<file path="config.mk">
export PLATFORM = sky130hd
export DESIGN_NAME = bce_log
export DESIGN_NICKNAME = d
export VERILOG_FILES = /design/src/design/bce_pkg.sv /design/src/design/bce_log.sv
export SDC_FILE = /design/constraint.sdc
export NUM_CORES = 2
export LEC_CHECK = 0
export BUFFER_PORTS_ARGS = -buffer_cell sky130_fd_sc_hd__buf_2
export CAP_MARGIN = 20
export CORE_ASPECT_RATIO = 2
export CORE_MARGIN = 4
export CORE_UTILIZATION = 39
export DETAILED_ROUTE_END_ITERATION = 8
export MAX_ROUTING_LAYER = met4
export SLEW_MARGIN = 20
export SYNTH_ARGS = -nofsm -noshare
export SYNTH_HDL_FRONTEND = slang
export SYNTH_SLANG_ARGS = --single-unit
</file>
<file path="constraint.sdc">
create_clock -name clk -period 20.1 [get_ports clk]
set_input_delay 2.01 -clock clk [delete_from_list [all_inputs] [get_ports clk]]
set_output_delay 2.01 -clock clk [all_outputs]
set_load 0.02 [all_outputs]
</file>
<file path="src/design/bce_pkg.sv">
// Shared types, constants and sequencer states for the binary cross-entropy block.
// No dependencies; every other design file imports this package.
package bce_pkg;

    localparam int FRAC_BITS    = 16;
    localparam int MAX_ELEMENTS = 65536;
    localparam int CNT_W        = 17;
    localparam int DIV_W        = 64;
    localparam int DVS_W        = 47;
    localparam int FRAC_CNT_W   = $clog2(FRAC_BITS);
    localparam int DIV_CNT_W    = $clog2(DIV_W);

    localparam logic [31:0] LN2_Q32  = 32'd2977044472;
    localparam logic [47:0] SUM_MAX  = 48'hFFFF_FFFF_FFFF;
    localparam logic [23:0] MEAN_MAX = 24'hFF_FFFF;
    localparam logic [16:0] ONE_Q16  = 17'd65536;

    typedef enum logic [1:0] {
        REG_ELEMENT_COUNT = 2'd0,
        REG_UPSTREAM_GRAD = 2'd1,
        REG_GRAD_ENABLE   = 2'd2
    } cfg_index_t;

    typedef enum logic {
        KIND_COST = 1'b0,
        KIND_GRAD = 1'b1
    } kind_t;

    typedef struct packed {
        logic               req_type;
        logic [15:0]        pred_prob;
        logic [16:0]        truth_prob;
        logic signed [31:0] grad_in;
    } req_word_t;

    typedef struct packed {
        logic               result_kind;
        logic [23:0]        mean_cost;
        logic signed [31:0] grad_out;
        logic               saturated;
    } rsp_word_t;

    typedef enum logic [3:0] {
        ST_IDLE,
        ST_LOGP_GO,
        ST_LOGP_RUN,
        ST_LNP,
        ST_LOGQ_RUN,
        ST_LNQ,
        ST_COST1,
        ST_COST2,
        ST_COST3,
        ST_BWD1,
        ST_BWD2,
        ST_BWD3,
        ST_BWD4,
        ST_BWD5,
        ST_DIV_RUN,
        ST_FINISH
    } state_t;

endpackage

</file>
<file path="src/design/bce_log.sv">
// Serial base-2 logarithm: -log2(x/65536) in Q.16, one mantissa squaring per cycle.
// Depends on bce_pkg.
module bce_log
    import bce_pkg::*;
(
    input  logic        clk,
    input  logic        rst_n,
    input  logic        start,
    input  logic [15:0] x,
    output logic        done,
    output logic [20:0] l2
);

    logic [31:0]           m_reg, m_next;
    logic [FRAC_BITS-1:0]  frac_reg, frac_next;
    logic [FRAC_CNT_W-1:0] cnt_reg, cnt_next;
    logic [3:0]            e_reg, e_next;
    logic                  busy_reg, busy_next;
    logic                  done_reg, done_next;
    logic [3:0]            e_lead;
    logic [63:0]           sq;
    logic [32:0]           sq_top;

    // Leading one position of the operand.
    always_comb
    begin
        e_lead = 4'd0;
        for (int i = 1; i < 16; i++)
        begin
            if (x[i])
            begin
                e_lead = 4'(i);
            end
        end
    end

    assign sq     = 64'(m_reg) * 64'(m_reg);
    assign sq_top = sq[63:31];

    always_comb
    begin
        m_next    = m_reg;
        frac_next = frac_reg;
        cnt_next  = cnt_reg;
        e_next    = e_reg;
        busy_next = busy_reg;
        done_next = 1'b0;
        if (start)
        begin
            e_next    = e_lead;
            m_next    = 32'(x) << (5'd31 - {1'b0, e_lead});
            frac_next = '0;
            cnt_next  = '0;
            busy_next = 1'b1;
        end
        else if (busy_reg)
        begin
            if (sq_top[32])
            begin
                m_next    = sq_top[32:1];
                frac_next = {frac_reg[FRAC_BITS-2:0], 1'b1};
            end
            else
            begin
                m_next    = sq_top[31:0];
                frac_next = {frac_reg[FRAC_BITS-2:0], 1'b0};
            end
            cnt_next = cnt_reg + 1'b1;
            if (cnt_reg == FRAC_CNT_W'(FRAC_BITS - 1))
            begin
                busy_next = 1'b0;
                done_next = 1'b1;
            end
        end
    end

    always_ff @(posedge clk or negedge rst_n)
    begin
        if (!rst_n)
        begin
            busy_reg <= 1'b0;
            done_reg <= 1'b0;
            cnt_reg  <= '0;
        end
        else
        begin
            busy_reg <= busy_next;
            done_reg <= done_next;
            cnt_reg  <= cnt_next;
        end
    end

    always_ff @(posedge clk)
    begin
        m_reg    <= m_next;
        frac_reg <= frac_next;
        e_reg    <= e_next;
    end

    assign done = done_reg;
    assign l2   = (21'(5'd16 - {1'b0, e_reg}) << FRAC_BITS) - 21'(frac_reg);

endmodule

</file>
==> qor.yml <==
worst_setup_path:
  crit_top_cell: "fa_1"
  crit_arrival_ns: 9.59
  r2r_start: "m_reg[16]"
  reg2reg_slack_ns: 10.57
  cp-startpoint: "m_reg[16]"
  cp_max_fo: 33
  worstSetupPathType: "reg2reg"
  critPathLaunchType: "flop"
  path_delay_family: "adder cells"
  endpoint_kind: "flop"
  slowest_stage: "a221oi_1"
  path_buf_inv: 5
  cpPeakStageDelay_ns: 0.67
  crit_chain: "buf_4 > clkinv_1 > nor2_1 > fa_1 > fa_1 > inv_1 > fa_1 > fa_1 > inv_1 > fa_1 > fa_1 > fa_1 > fa_1 > ha_1 > a21oi_1 > o21ai_0 > a221oi_1 > nor4b_4 > o31ai_4 > o21ai_2 > xor2_2 > buf_4 > nor2_1 > o22ai_1"
  required_ns: 20.16
die:
  core_area_mm2: 0.08333
  die_w_um: 212.8
  start_util_pct: 39.24
  io_pins: 41
  rows: 150
  die_area_mm2: 0.08883
  die_h_um: 417.5
drt:
  vias: 23810
  drt_iter0_drc: 1140
  dr.pass1.iters: 5
  ant_nets: 0
  drc: 0
  drt_wl_total_mm: 99.33
  vias_per_cell: 5.254
  wl_per_cell_um: 21.92
timing:
  rsz0062_at_grt: "false"
  post-route-period-util_pct: 47.43
  timing.fmax_mhz: 104.9
  setup_viol: 0
  fin_crit_ns: 9.533
  drv_slew: 0
  hold_viol: 0
  skew_ns: 0.01870
  worst_slew_pin_slew_ns: 0.9627
  tns_ns: 0
  slew_headroom_pct: 35.58
logic_synthesis:
  syn_area_mm2: 0.03270
  synth_edf_count: 36
  synth_ff_type: "edfxtp_1"
  synthTopCellsByCount: "inv_1 (993), fa_1 (791), nand2_1 (335)"
  synth_top_family_by_area: "adder cells"
  syn_avg_cell_area_um2: 9.325
  synth.area.top_cells: "fa_1 (48%), ha_1 (12%), inv_1 (11%)"
  synth-seq-cells: 58
  syn_inst: 3507
  synthAdderAreaFrac_pct: 59.94
  synth.distinct_cells: 82
  synth_compound_area_share_pct: 6.007
  synth_nets: 4618
  yosys_warnings: 0
  synth_top_area_share_pct: 48.42
  synth_xor_area_share_pct: 2.617
  ys_seq_area_share_pct: 4.744
  yosys.area_share.simple_pct: 12.05
  synthMuxAreaShare_pct: 1.611
  async_reset_ff_share_pct: 10.34
  yosys.cell_count.top_type: "inv_1"
  synth_top_area_cell: "fa_1"
placement:
  gp_congestion: 1.000
  dp_hpwl_mm: 81.17
  port-buffer-count: 40
clock_tree:
  post_cts_resized: 0
  clock_latency_ns: 0.35
  numCtsBuffers: 9
  tritoncts: "yes"
  cts.htree.levels: 3
  cts.clk_slew.worst_paths_ns: 0.07
  ctsHoldBuffers: 0
  cts_num_sinks: 58
  clock_tree.buffer_depth: 2
  cts_setup_buffers: 0
  ctsRootBufferMaster: "clkbuf_16"
grt:
  gr-total-overflow: 0
  antenna_found_initial: 2
  gr-usage-all-layers_pct: 23.72
  grt_max_degree: 71
  grt_pass1_vias: 27570
  grt_pass1_wl_mm: 153.4
run:
  drv_cap: 0
finish:
  synthToLayoutAreaGrowth_pct: 4.813
  fill_cells: 8414
  layout.nets: 4571
  largest_reg_flops: 32
  drive_above_1_share_pct: 4.329
worst_hold_path:
  holdCritPathClass: "reg2reg"
  holdCritStartpoint: "cnt_reg[1]"
outcome:
  status: "complete, no violations"
## layer usage
layer / vias to the layer above / routed length (µm) / global-route usage, % / share of wire, %
li1: 10340 / - / - / -
met1: 12260 / 27790 / 20.16 / 28
met2: 767 / 58160 / 46.55 / 59
met3: 443 / 3322 / 1.913 / 3.3
met4: 0 / 10060 / 17.38 / 10
met5: - / 0 / - / 0
## cells in the final DEF, fill, tap and decap left out, drive strengths merged, types with 13 or more instances in the layout
cell / instances
a21o: 31
a21oi: 94
a31o: 16
and2: 232
buf: 77
dfxtp: 16
edfxtp: 36
fa: 791
ha: 301
inv: 994
mux2i: 23
nand2: 335
nand3: 28
nand4: 17
nor2: 112
o211ai: 13
o21ai: 41
xnor2: 49
xor2: 47
## worst register-to-register path, cell delays in order, from the launching register on
cell	delay, ns
edfxtp_1	0.32
buf_4	0.45
clkinv_1	0.49
nor2_1	0.39
fa_1	0.50
fa_1	0.55
inv_1	0.06
fa_1	0.49
fa_1	0.51
inv_1	0.05
fa_1	0.55
fa_1	0.43
fa_1	0.51
fa_1	0.42
ha_1	0.37
a21oi_1	0.24
o21ai_0	0.20
a221oi_1	0.67
nor4b_4	0.50
o31ai_4	0.15
o21ai_2	0.26
xor2_2	0.15
buf_4	0.34
nor2_1	0.15
o22ai_1	0.53
## logic make-up after synthesis
group,Yosys count
buf+inv,1130
fa+ha+maj,1092
simple gates,804
compound gates,288
xor+xnor,96
flops,58
mux,39
## path summary, 6_finish.rpt
| kind | end | cells past startpoint |
|---|---|---|
| max | m_reg[22] | 24 |
| min | cnt_reg[1] | 2 |
| max reg2reg | m_reg[22] | 24 |
| min reg2reg | cnt_reg[1] | 2 |
| max in group asynchronous | cnt_reg[0] | 1 |
| min in group asynchronous | cnt_reg[3] | 1 |
## layout make-up
class	instances	area [µm²]	share of cell area (%)
Multi-Input combinational cell	2319	26890	78.45
Sequential cell	58	1551	4.526
Timing Repair Buffer	77	478.0	1.394
Antenna cell	2	5.005	0.01460
Inverter	995	3735	10.90
Tap cell	1064	1331	3.884
Clock inverter	6	57.56	0.1679
Clock buffer	10	229.0	0.6680
## through the flow
stage               worst slack, ns  hold WS (ns)  instances  utilization, %  instance area, µm²
floorplan                     12.07        0.5052       3507               -               32700
global placement              10.71        0.5315       4513           40.78               33990
detailed placement            10.66        0.5416       4513           40.78               33990
CTS                           10.62        0.5548       4529           41.13               34270
global route                  10.31        0.6045       4530           41.13               34270
finish                        10.57        0.5535       4531           41.13               34280
Power is left out: the tool's default activity adds up to more than one toggle a clock period on the data nets, which glitch-free logic cannot reach.
