## config.mk

```make
export PLATFORM = sky130hd
export DESIGN_NAME = bce_div
export DESIGN_NICKNAME = d
export VERILOG_FILES = /design/src/design/bce_pkg.sv /design/src/design/bce_div.sv
export SDC_FILE = /design/constraint.sdc
export NUM_CORES = 1
export LEC_CHECK = 0
export BUFFER_PORTS_ARGS = -buffer_cell sky130_fd_sc_hd__buf_2
export CORE_ASPECT_RATIO = 0.75
export CORE_MARGIN = 2
export CORE_UTILIZATION = 45
export CTS_CLUSTER_SIZE = 14
export DETAILED_ROUTE_END_ITERATION = 12
export GPL_TIMING_DRIVEN = 1
export HOLD_SLACK_MARGIN = 0.06
export MAX_ROUTING_LAYER = met4
export PLACE_DENSITY = 0.67
export SYNTH_ARGS = -nofsm -noshare
export SYNTH_HDL_FRONTEND = slang
export SYNTH_SLANG_ARGS = --single-unit
```

## constraint.sdc

```tcl
create_clock -name clk -period 4 [get_ports clk]
set_input_delay 0.2 -clock clk [delete_from_list [all_inputs] [get_ports clk]]
set_output_delay 0.2 -clock clk [all_outputs]
set_load 0.01 [all_outputs]
```

## src/design/bce_pkg.sv

```systemverilog
// Shared types, constants and sequencer states for the binary cross-entropy block.
// No dependencies; every other design file imports this package.
package bce_pkg;

    localparam int FRAC_BITS    = 16;
    localparam int MAX_ELEMENTS = 65536;
    localparam int CNT_W        = 17;
    localparam int DIV_W        = 64;
    localparam int DVS_W        = 47;
    localparam int FRAC_CNT_W   = $clog2(FRAC_BITS);
    localparam int DIV_CNT_W    = $clog2(DIV_W);

    localparam logic [31:0] LN2_Q32  = 32'd2977044472;
    localparam logic [47:0] SUM_MAX  = 48'hFFFF_FFFF_FFFF;
    localparam logic [23:0] MEAN_MAX = 24'hFF_FFFF;
    localparam logic [16:0] ONE_Q16  = 17'd65536;

    typedef enum logic [1:0] {
        REG_ELEMENT_COUNT = 2'd0,
        REG_UPSTREAM_GRAD = 2'd1,
        REG_GRAD_ENABLE   = 2'd2
    } cfg_index_t;

    typedef enum logic {
        KIND_COST = 1'b0,
        KIND_GRAD = 1'b1
    } kind_t;

    typedef struct packed {
        logic               req_type;
        logic [15:0]        pred_prob;
        logic [16:0]        truth_prob;
        logic signed [31:0] grad_in;
    } req_word_t;

    typedef struct packed {
        logic               result_kind;
        logic [23:0]        mean_cost;
        logic signed [31:0] grad_out;
        logic               saturated;
    } rsp_word_t;

    typedef enum logic [3:0] {
        ST_IDLE,
        ST_LOGP_GO,
        ST_LOGP_RUN,
        ST_LNP,
        ST_LOGQ_RUN,
        ST_LNQ,
        ST_COST1,
        ST_COST2,
        ST_COST3,
        ST_BWD1,
        ST_BWD2,
        ST_BWD3,
        ST_BWD4,
        ST_BWD5,
        ST_DIV_RUN,
        ST_FINISH
    } state_t;

endpackage

```

## src/design/bce_div.sv

```systemverilog
// Restoring divider that produces one quotient bit per cycle.
// Depends on bce_pkg.
module bce_div
    import bce_pkg::*;
(
    input  logic             clk,
    input  logic             rst_n,
    input  logic             start,
    input  logic [DIV_W-1:0] dividend,
    input  logic [DVS_W-1:0] divisor,
    output logic             done,
    output logic [DIV_W-1:0] quotient
);

    logic [DVS_W-1:0]     rem_reg, rem_next;
    logic [DVS_W-1:0]     dvs_reg, dvs_next;
    logic [DIV_W-1:0]     quo_reg, quo_next;
    logic [DIV_CNT_W-1:0] cnt_reg, cnt_next;
    logic                 busy_reg, busy_next;
    logic                 done_reg, done_next;
    logic [DVS_W:0]       shifted;
    logic [DVS_W:0]       diff;

    assign shifted = {rem_reg, quo_reg[DIV_W-1]};
    assign diff    = shifted - {1'b0, dvs_reg};

    always_comb
    begin
        rem_next  = rem_reg;
        dvs_next  = dvs_reg;
        quo_next  = quo_reg;
        cnt_next  = cnt_reg;
        busy_next = busy_reg;
        done_next = 1'b0;
        if (start)
        begin
            rem_next  = '0;
            dvs_next  = divisor;
            quo_next  = dividend;
            cnt_next  = '0;
            busy_next = 1'b1;
        end
        else if (busy_reg)
        begin
            // The partial remainder stays below the divisor, so it fits DVS_W bits.
            if (!diff[DVS_W])
            begin
                rem_next = diff[DVS_W-1:0];
                quo_next = {quo_reg[DIV_W-2:0], 1'b1};
            end
            else
            begin
                rem_next = shifted[DVS_W-1:0];
                quo_next = {quo_reg[DIV_W-2:0], 1'b0};
            end
            cnt_next = cnt_reg + 1'b1;
            if (cnt_reg == DIV_CNT_W'(DIV_W - 1))
            begin
                busy_next = 1'b0;
                done_next = 1'b1;
            end
        end
    end

    always_ff @(posedge clk or negedge rst_n)
    begin
        if (!rst_n)
        begin
            busy_reg <= 1'b0;
            done_reg <= 1'b0;
            cnt_reg  <= '0;
        end
        else
        begin
            busy_reg <= busy_next;
            done_reg <= done_next;
            cnt_reg  <= cnt_next;
        end
    end

    always_ff @(posedge clk)
    begin
        rem_reg <= rem_next;
        dvs_reg <= dvs_next;
        quo_reg <= quo_next;
    end

    assign done     = done_reg;
    assign quotient = quo_reg;

endmodule
```

==> results.cfg <==
[detailed_routing]
wl_um = 23120
drt_iter0_drc = 506
via_count = 7608
dr.pass1.iters = 5
drc = 0
ant_nets = 0
vias_per_cell = 5.280
wire_per_inst_um = 16.04

[critical_path]
rrSetupSlack_ns = 0.51
r2r.worst_path.cells = 13
required_ns = 4.35
arrival_ns = 3.84
cp_max_fo = 4
worstSetupPathType = reg -> reg
worstReg2RegStart = quotient[63]$_DFFE_PP_
end_kind = flop
rr_endpoint = rem_reg[40]$_SDFFE_PP0P_
crit_path_start_kind = flop

[synth]
yosysTopAreaCell = edfxtp_1
seq_area_frac_synth = 0.4731
synth_cell_types = 65
syn_inst = 878
synth_edf_count = 111
synth_ff_type = edfxtp_1
async_flop_share = 0.04819
syn_nets = 1041
synth_area_um2 = 9457
ys_top_cells_by_area = edfxtp_1 35%, dfxtp_1 9.9%, mux2_2 7.7%, ha_1 6.4%, mux2i_1 4.3%
avgSynthCellArea_um2 = 10.77
yosysWarnings = 0
synth_top_area_share = 0.3525
synth.ff_latch_count = 166

[floorplanning]
core_um2 = 20440
rows = 45
die-area_um2 = 22200
start_util = 0.4627
io_pins = 179
die_x_um = 171.4
die-height_um = 129.5

[min_path]
hp-class = in -> reg
whs_path_depth = 2
hold_path_end = quotient[45]$_DFFE_PP_
hp-start = dividend[45]

[pwr]
p_seq_frac = 0.481
clockPowerShare = 0.380
vdd_ir_drop_max_mv = 0.2699
power.internal_mw = 3.118
p_leak_nw = 5.221
power_density_nw_per_um2 = 342.9
combinationalPowerShare = 0.139
p_switching_mw = 1.055
switching_share = 0.2528

[status]
outcome = finished, final reports clean

[sta]
tns_ns = 0
worst_slew_pin_slew_ns = 0.7066
period_needed_ns = 3.488
fmax_ghz = 0.2867
fin_crit_sh = 0.8720
maxSlewViolCount = 0
rsz0062_at_grt = no
relSlewSlack = 0.5289
hold_violations = 0
clock-skew-final_ns = 0.01460
setup_viol = 0
holdWs_ns = 0.07481

[clock_tree]
clockBufferDepth = 2
cts-buffers-inserted = 17
root_buffer = clkbuf_16
cts_max_level = 4
cts_tree = yes
cts_setup_buffers = 0
cts_sinks = 166
path_clk_slew_ns = 0.07
clk_latency_ns = 0.44

[final_layout]
areaGrowthSynthToFinish_pct = 28.71
largest_register_ffs = 64
drive_gt1_frac = 0.2556
final_cell_mix = 177 x buf_2, 111 x edfxtp_1, 101 x dlygate4sd3_1
layout.cells.most_common = buf_2
nets = 1308

[global_route]
grt_max_degree = 63
grt_pass1_vias = 7379
overflow = 0
antenna_found_initial = 0
grt_usage = 0.2194
grt_pass1_wl_um = 37070

[place]
gp_congestion = 0.9366
io_buffer_count = 178
dp_hpwl_um = 16070

[flow_run]
max_cap_violations = 0
## cell families (layout without fill, tap and decap cells)
family | count (synthesis) | in the layout | synth area share
adder cells (fa/ha/maj) | 49 | 49 | 0.06563
AND/OR/NAND/NOR | 200 | 200 | 0.1020
AO/OA/AOI/OAI | 220 | 220 | 0.1577
multiplexers | 106 | 106 | 0.1208
XOR/XNOR | 44 | 44 | 0.04075
flip-flops | 166 | 166 | 0.4731
buffers and inverters | 93 | 373 | 0.03996
other | 0 | 1 | 0
## how the worst max path moves through the flow
stage / startpoint / to / slack [ns] / cells after the start
detailed placement: quotient[63]$_DFFE_PP_ / rem_reg[40]$_SDFFE_PP0P_ / 0.55 / 13
finish: quotient[63]$_DFFE_PP_ / rem_reg[40]$_SDFFE_PP0P_ / 0.51 / 13
global route: quotient[63]$_DFFE_PP_ / rem_reg[40]$_SDFFE_PP0P_ / 0.27 / 13
CTS: quotient[63]$_DFFE_PP_ / rem_reg[40]$_SDFFE_PP0P_ / 0.52 / 13
global placement: quotient[63]$_DFFE_PP_ / rem_reg[40]$_SDFFE_PP0P_ / 0.64 / 13
floorplan: quotient[63]$_DFFE_PP_ / rem_reg[40]$_SDFFE_PP0P_ / 0.92 / 13
## cell type report
| type | instances | area, µm² |
|---|---|---|
| Antenna cell | 1 | 2.502 |
| Clock buffer | 20 | 436.7 |
| Clock inverter | 12 | 118.9 |
| Fill cell | 1752 | 8267 |
| Inverter | 55 | 206.4 |
| Multi-Input combinational cell | 619 | 4606 |
| Sequential cell | 166 | 4476 |
| Tap cell | 282 | 352.8 |
| Timing Repair Buffer | 286 | 1973 |
## stage by stage
stage | cell area (µm²) | std cells | setup slack, ns | total power [mW] | utilization
after CTS | 12170 | 1440 | 0.5179 | 4.205 | 0.5954
after global routing | 12170 | 1440 | 0.2738 | 4.351 | 0.5954
after global placement | 10600 | 1307 | 0.6357 | 2.531 | 0.5188
final | 12170 | 1441 | 0.5122 | 4.173 | 0.5955
after floorplan | 9457 | 878 | 0.9166 | 2.337 | -
after detailed placement | 10600 | 1307 | 0.5536 | 2.541 | 0.5188
## layer usage
layer | GRT usage | wire, µm
met1 | 0.3114 | 11460
met5 | - | 0
met2 | 0.3223 | 10190
met4 | 0.05434 | 286
met3 | 0.04337 | 1177
## Yosys cell counts (all sizes together) (9+ instances only)
cell type / count
a211oi: 39
a21o: 25
a21oi: 54
a31oi: 10
buf: 9
clkbuf: 29
dfxtp: 47
edfxtp: 111
ha: 48
inv: 55
mux2: 65
mux2i: 41
nand2: 51
nand2b: 13
nand3: 10
nand4: 11
nor2: 72
o21a: 12
o21ai: 29
o21bai: 11
xnor2: 23
xor2: 21
## timing repair
action | 4_1_cts | 5_1_grt
hold buffers | 101 | 0
gates resized for setup | 0 | 0
hold endpoints to repair | 108 | 0
## power groups by stage
stage | registers, mW | logic (mW) | clock network [mW]
after floorplan | 2.07 | 0.267 | 0
after global placement | 2.04 | 0.492 | 0
after detailed placement | 2.04 | 0.498 | 0
after CTS | 2.01 | 0.579 | 1.62
after global routing | 2.02 | 0.637 | 1.69
final | 2.01 | 0.581 | 1.58
## worst max-delay path: stages (launching register included)
cell	delay, ns
edfxtp_1	0.39
inv_1	0.09
ha_1	0.17
inv_1	0.05
fa_1	0.39
a21o_1	0.22
a31oi_1	0.33
o211ai_1	0.31
a2111oi_2	0.42
o31ai_1	0.21
a221oi_2	0.36
xnor2_1	0.16
mux2i_1	0.09
a211oi_1	0.22
Note: power is estimated with default switching activity, not from simulation.
